**config.mk**
```make
export PLATFORM = sky130hd
export DESIGN_NAME = heq_term_div
export DESIGN_NICKNAME = d
export VERILOG_FILES = /design/src/design/heq_pkg.sv /design/src/design/heq_term_div.sv
export SDC_FILE = /design/constraint.sdc
export NUM_CORES = 1
export LEC_CHECK = 0
export ABC_AREA = 1
export BUFFER_PORTS_ARGS = -buffer_cell sky130_fd_sc_hd__buf_2
export CAP_MARGIN = 10
export CORE_ASPECT_RATIO = 1.5
export CORE_MARGIN = 1
export CORE_UTILIZATION = 60
export DETAILED_ROUTE_END_ITERATION = 16
export PLACE_DENSITY = 0.8
export SLEW_MARGIN = 20
export SYNTH_ARGS = -nofsm -noshare
export SYNTH_HDL_FRONTEND = slang
export SYNTH_SLANG_ARGS = --single-unit
```
**constraint.sdc**
```tcl
create_clock -name clock -period 13 [get_ports clock]
set_input_delay 2.6 -clock clock [delete_from_list [all_inputs] [get_ports clock]]
set_output_delay 2.6 -clock clock [all_outputs]
set_load 0.1 [all_outputs]
```
**src/design/heq_pkg.sv**
```systemverilog
// Shared types and constants for the histogram equalizer.
// Used by heq_term_div and histogram_equalizer_unit; depends on nothing.

package heq_pkg;

   // Gray levels and histogram bins
   localparam int BIN_W     = 8;
   localparam int BINS      = 1 << BIN_W;
   localparam int CNT_W     = 21;
   localparam logic [CNT_W-1:0] BIN_MAX = {CNT_W{1'b1}};

   // Divisor register
   localparam int TOT_W = 21;
   localparam logic [TOT_W-1:0] TOTAL_RESET = TOT_W'(262144);

   // Default number of output levels
   localparam int LEVELS_DEFAULT = 256;

   // Rounding divider: denominator is twice the pixel total, quotient is
   // computed to QUO_W bits and anything larger is reported as TERM_SAT.
   localparam int DEN_W   = TOT_W + 1;
   localparam int QUO_W   = 9;
   localparam int QCNT_W  = $clog2(QUO_W);
   localparam int REM_W   = DEN_W + QUO_W;
   localparam int TERM_W  = QUO_W + 1;
   localparam logic [TERM_W-1:0] TERM_SAT = TERM_W'(1) << QUO_W;

   // Command codes
   typedef enum logic [1:0] {
      CMD_CLEAR = 2'd0,
      CMD_COUNT = 2'd1,
      CMD_BUILD = 2'd2,
      CMD_MAP   = 2'd3
   } cmd_type;

   // Divider status back to the build sequencer
   typedef struct packed {
      logic              done;
      logic [TERM_W-1:0] term;
   } heq_div_res_type;

endpackage

```
**src/design/heq_term_div.sv**
```systemverilog
// Rounding divider for one histogram bin term: floor(numer / denom), one
// quotient bit per cycle, saturated to TERM_SAT. Depends on heq_pkg.

module heq_term_div
   import heq_pkg::*;
#(
   parameter int NUM_W = 35
) (
   input  logic                  clock,
   input  logic                  reset,
   input  logic                  start,
   input  logic [NUM_W-1:0]      numer,
   input  logic [DEN_W-1:0]      denom,
   output heq_div_res_type       res
);

   logic                run_ff, run_in;
   logic                done_ff, done_in;
   logic [QCNT_W-1:0]   cnt_ff, cnt_in;
   logic [REM_W-1:0]    rem_ff, rem_in;
   logic [REM_W-1:0]    dsh_ff, dsh_in;
   logic [QUO_W-1:0]    quo_ff, quo_in;
   logic [TERM_W-1:0]   term_ff, term_in;

   logic                sat;
   logic                ge;
   logic [QUO_W-1:0]    quo_next;

   // Quotient would not fit in QUO_W bits: report saturation at once
   assign sat      = numer >= NUM_W'({denom, {QUO_W{1'b0}}});
   assign ge       = rem_ff >= dsh_ff;
   assign quo_next = {quo_ff[QUO_W-2:0], ge};

   // Restoring division, top quotient bit first
   always_comb begin
      run_in  = run_ff;
      done_in = 1'b0;
      cnt_in  = cnt_ff;
      rem_in  = rem_ff;
      dsh_in  = dsh_ff;
      quo_in  = quo_ff;
      term_in = term_ff;
      if (start) begin
         if (sat) begin
            term_in = TERM_SAT;
            done_in = 1'b1;
         end else begin
            run_in = 1'b1;
            cnt_in = QCNT_W'(QUO_W - 1);
            rem_in = numer[REM_W-1:0];
            dsh_in = REM_W'({denom, {(QUO_W-1){1'b0}}});
            quo_in = '0;
         end
      end else if (run_ff) begin
         if (ge) begin
            rem_in = rem_ff - dsh_ff;
         end
         quo_in = quo_next;
         dsh_in = dsh_ff >> 1;
         cnt_in = cnt_ff - 1'b1;
         if (cnt_ff == '0) begin
            run_in  = 1'b0;
            done_in = 1'b1;
            term_in = TERM_W'(quo_next);
         end
      end
   end

   always_ff @(posedge clock) begin
      if (reset) begin
         run_ff  <= 1'b0;
         done_ff <= 1'b0;
      end else begin
         run_ff  <= run_in;
         done_ff <= done_in;
      end
   end

   always_ff @(posedge clock) begin
      cnt_ff  <= cnt_in;
      rem_ff  <= rem_in;
      dsh_ff  <= dsh_in;
      quo_ff  <= quo_in;
      term_ff <= term_in;
   end

   assign res.done = done_ff;
   assign res.term = term_ff;

endmodule

```
==> key figures <==
Status
  – Run status: finished, final reports clean

Routing
  – First DRT Iteration DRCs: 317
  – Post-DR wirelength/cell: 13.6 um
  – Number of remaining DRC errors: 0
  – Total via count after detailed routing: 5767
  – Remaining number of nets flagged by the antenna check after routing: 0
  – Detail-routed via count per cell: 5.10
  – Pre-antenna DRT Iters: 5
  – Wire length after detailed routing: 15400 um

Synthesis
  – Cell type with the largest total area after synthesis: sky130_fd_sc_hd__edfxtp_1
  – Simple-gate area share of the yosys netlist: 30.6%
  – Total number of yosys warnings: 0
  – Arithmetic-cell share of the synthesized area counting full adders, half adders and majority gates: 10.5%
  – Sequential-to-total area share from yosys stat: 39.1%
  – Flip-flop and latch count after synthesis: 85
  – Unique cell type count in the Yosys netlist: 33
  – Combinational family with the most area after synthesis: simple AND/OR/NAND/NOR gates
  – Top-area cell type share of the netlist area: 38.4%
  – Share of synthesized area spent on multiplexers: 0%
  – Synthesized Nets: 1027
  – Synthesized instance count: 913
  – Average cell area after synthesis: 7.10 sq um
  – Complex-gate fraction of the synthesized area: 6.39%
  – Share of the synthesized netlist area taken by xor and xnor gates: 0.811%
  – Cells taking the most area after synthesis: sky130_fd_sc_hd__edfxtp_1, sky130_fd_sc_hd__nand2_1, sky130_fd_sc_hd__inv_1, sky130_fd_sc_hd__ha_1, sky130_fd_sc_hd__nor2_1
  – Post-synthesis instance area: 6480 sq um

Setup path
  – Max Fanout on Critical Path: 54
  – Reg-to-reg critical path startpoint: rem_ff[15]
  – CP Launch Type: input port
  – WP data arrival: 5.18 ns
  – Internal reg-to-reg setup slack: 10.35 ns
  – Depth of the worst register-to-register path: 10
  – Data required time of the worst path: 13.00 ns
  – Nature of the critical path endpoint: flip-flop
  – Crit path kind: in -> reg
  – Destination of the worst register-to-register timing path: rem_ff[17]

Clocking
  – Setup Fix Bufs, Post-CTS: 0
  – Clock-pin transition on the worst setup and hold timing paths: 0.06 ns
  – Number of clock buffers inserted by TritonCTS: 9
  – Count of hold-fix buffers inserted at cts: 0
  – TritonCTS clock tree: built
  – Clock tree root driver cell: sky130_fd_sc_hd__clkbuf_16
  – # H-tree levels: 3
  – Insertion delay to the later sink of the worst-skew pair: 0.35 ns
  – Count of instances resized after the clock tree is built: 0
  – Maximum number of buffers from clock root to sink: 2
  – Clock net sink count: 85

Timing
  – Setup repair after global routing missed its margin: false
  – Worst rel slew slack: 27.3%
  – Time the worst path needs with I/O delays and setup: 5.18 ns
  – Part of the cycle the worst path needs: 39.9%
  – Number of max-slew violations in the final report: 0
  – Final WS setup: 7.82 ns
  – Highest clock frequency the design can meet: 193 MHz
  – Final-report setup violation count: 0
  – Measured slew at the worst slew-check pin: 1.09 ns
  – Setup TNS: 0 ns
  – Worst-case clock skew: 0.00936 ns
  – Final hold viol count: 0

Final layout
  – Final cell area excluding filler cells: 7290 sq um
  – Area added between synthesis and finish: 12.5%
  – Number of inserted filler cells in the final layout: 961
  – Number of antenna cells inserted: 0
  – Area occupied by multi-input gates: 3140 sq um
  – Seq. cell area: 2530 sq um
  – Layout cell share with drive strength beyond 1: 11.4%
  – # nets final: 1096

Die
  – Initial cell density of the core: 61.5%
  – Die boundary width: 86.9 um
  – Core Box Area: 10500 sq um
  – Rows: 46
  – Vertical die dimension: 129 um
  – Number of I/O pins: 71
  – Die footprint: 11200 sq um

Power
  – Cell Pwr Density: 92.8 nW/um^2
  – Post-route total power: 676 uW
  – VDD IR max: 60.5 uV
  – Leakage component of the power: 0.00390 uW

Global routing
  – Antenna violations before repair: 0
  – Total congestion overflow after global routing: 0
  – Pin count of the biggest net entering global routing: 55
  – Number of global-route vias before repair: 5656
  – GRT Total Usage: 29.2%
  – Global-route wire length before repair: 24900 um

Placement
  – Dpl cell area: 6970 sq um
  – Setup slack after placement: 7.47 ns
  – Number of port buffers: 70
  – Hpwl dp: 12000 um
  – Routability cong.: 0.965

Flow run
  – Max Cap Violations: 0

Hold path
  – Classification of the worst-slack hold path: reg -> reg
  – Hold path start: run_ff
  – Worst Hold Path EP: run_ff
  – Count of cells along the worst hold path: 2
==> worst max-delay path by stage <==
stage                from          to  cells after the start
floorplan           start   cnt_ff[0]                      3
global placement    start  dsh_ff[14]                      9
detailed placement  start  dsh_ff[15]                      9
CTS                 start   dsh_ff[9]                      9
global route        start   quo_ff[4]                      9
finish              start  dsh_ff[13]                      9
==> sequential cells by signal, indices dropped and copies added (netlist names) <==
signal,flops
run_ff,1
cnt_ff,4
rem_ff,31
term_ff,10
dsh_ff,30
quo_ff,8
done_ff,1
==> synthesized netlist by cell type <==
library cell               count
sky130_fd_sc_hd__xnor2_1       6
sky130_fd_sc_hd__o21ai_1       4
sky130_fd_sc_hd__and3_1        1
sky130_fd_sc_hd__o21ai_0      38
sky130_fd_sc_hd__o21a_1        1
sky130_fd_sc_hd__fa_1          1
sky130_fd_sc_hd__o211ai_1      1
sky130_fd_sc_hd__edfxtp_1     83
sky130_fd_sc_hd__a21oi_1      31
sky130_fd_sc_hd__or2_2         5
sky130_fd_sc_hd__nand4_1       7
sky130_fd_sc_hd__nor2_1       73
sky130_fd_sc_hd__buf_1         3
sky130_fd_sc_hd__nor3b_2       1
sky130_fd_sc_hd__buf_4         1
sky130_fd_sc_hd__nand3_1      46
sky130_fd_sc_hd__nand3_2       5
sky130_fd_sc_hd__nor3_1        4
sky130_fd_sc_hd__buf_6         2
sky130_fd_sc_hd__nand2_2       7
sky130_fd_sc_hd__clkbuf_1      7
sky130_fd_sc_hd__o21bai_2      1
sky130_fd_sc_hd__buf_2         3
sky130_fd_sc_hd__ha_1         53
sky130_fd_sc_hd__nand2_1     315
sky130_fd_sc_hd__nor2_2        4
sky130_fd_sc_hd__or2_1         1
sky130_fd_sc_hd__inv_1       196
sky130_fd_sc_hd__and2_1        3
sky130_fd_sc_hd__dfxtp_1       2
sky130_fd_sc_hd__a21o_1        1
sky130_fd_sc_hd__o21bai_1      2
sky130_fd_sc_hd__nand3b_1      5
==> logic make-up (layout without fill, tap and decap cells) <==
logic type / after synthesis / after routing
and+or+nand+nor: 477 / 477
buffers and inverters: 212 / 286
DFF: 85 / 85
AOI/OAI and AO/OA: 79 / 79
adders and majority gates: 54 / 54
xor gates and xnor gates: 6 / 6
==> worst max-delay path, stage by stage <==
cell and delay [ns]:
sky130_fd_sc_hd__buf_2 0.08, sky130_fd_sc_hd__buf_4 0.41, sky130_fd_sc_hd__inv_1 0.62, sky130_fd_sc_hd__nor2_1 0.25, sky130_fd_sc_hd__nand3_1 0.09, sky130_fd_sc_hd__nor2_1 0.10
sky130_fd_sc_hd__nand4_1 0.23, sky130_fd_sc_hd__o21ai_4 0.28, sky130_fd_sc_hd__buf_4 0.46
==> metrics by stage <==
| step | std cells | hold WS (ns) | util [%] |
|---|---|---|---|
| 4_1_cts | 1131 | 0.482 | 69.2 |
| 3_5_place_dp | 1115 | 0.473 | 66.2 |
| 3_3_place_gp | 1115 | 0.483 | 66.2 |
| 6_report | 1131 | 0.482 | 69.2 |
| 5_1_grt | 1131 | 0.518 | 69.2 |
| 2_1_floorplan | 913 | 0.450 | - |
==> layout by cell type, fill, tap and decap left out, drive strengths merged, types with 2 or more instances in the layout <==
master	netlist	routed
nor3	4	4
a21oi	31	31
o21bai	3	3
nor2	77	77
or2	6	6
nand3	51	51
buf	9	74
edfxtp	83	83
nand3b	5	5
and2	3	3
inv	196	198
ha	53	53
dfxtp	2	2
nand2	322	322
clkinvlp	0	2
xnor2	6	6
nand4	7	7
clkbuf	7	9
o21ai	42	42
bufinv	0	2
==> layer usage <==
metal  share of wire, %  wire length, um  track usage, %  vias up
met5                  0                0               0        -
li1                   -                -               -     2981
met3                3.7              576            5.16       46
met4                3.6              558            12.8        0
met2                 54             8270            56.6      140
met1                 39             6000            30.0     2600
==> power breakdown <==
group          total (uW)  internal, uW  switching, uW  leakage (uW)
clock                 277           169            108      0.000150
sequential            308           307           1.22      0.000781
combinational        91.4          29.4           62.0       0.00297
==> final cells by class <==
| type | count | share of cell area, % |
|---|---|---|
| clock inverter | 7 | 1.32 |
| tap | 144 | 2.47 |
| clock buffer | 9 | 3.09 |
| sequential | 85 | 34.7 |
| inverter | 196 | 10.1 |
| timing repair buffer | 74 | 5.22 |
| multi-input combinational | 616 | 43.1 |
Note: power is estimated with default switching activity, not from simulation.
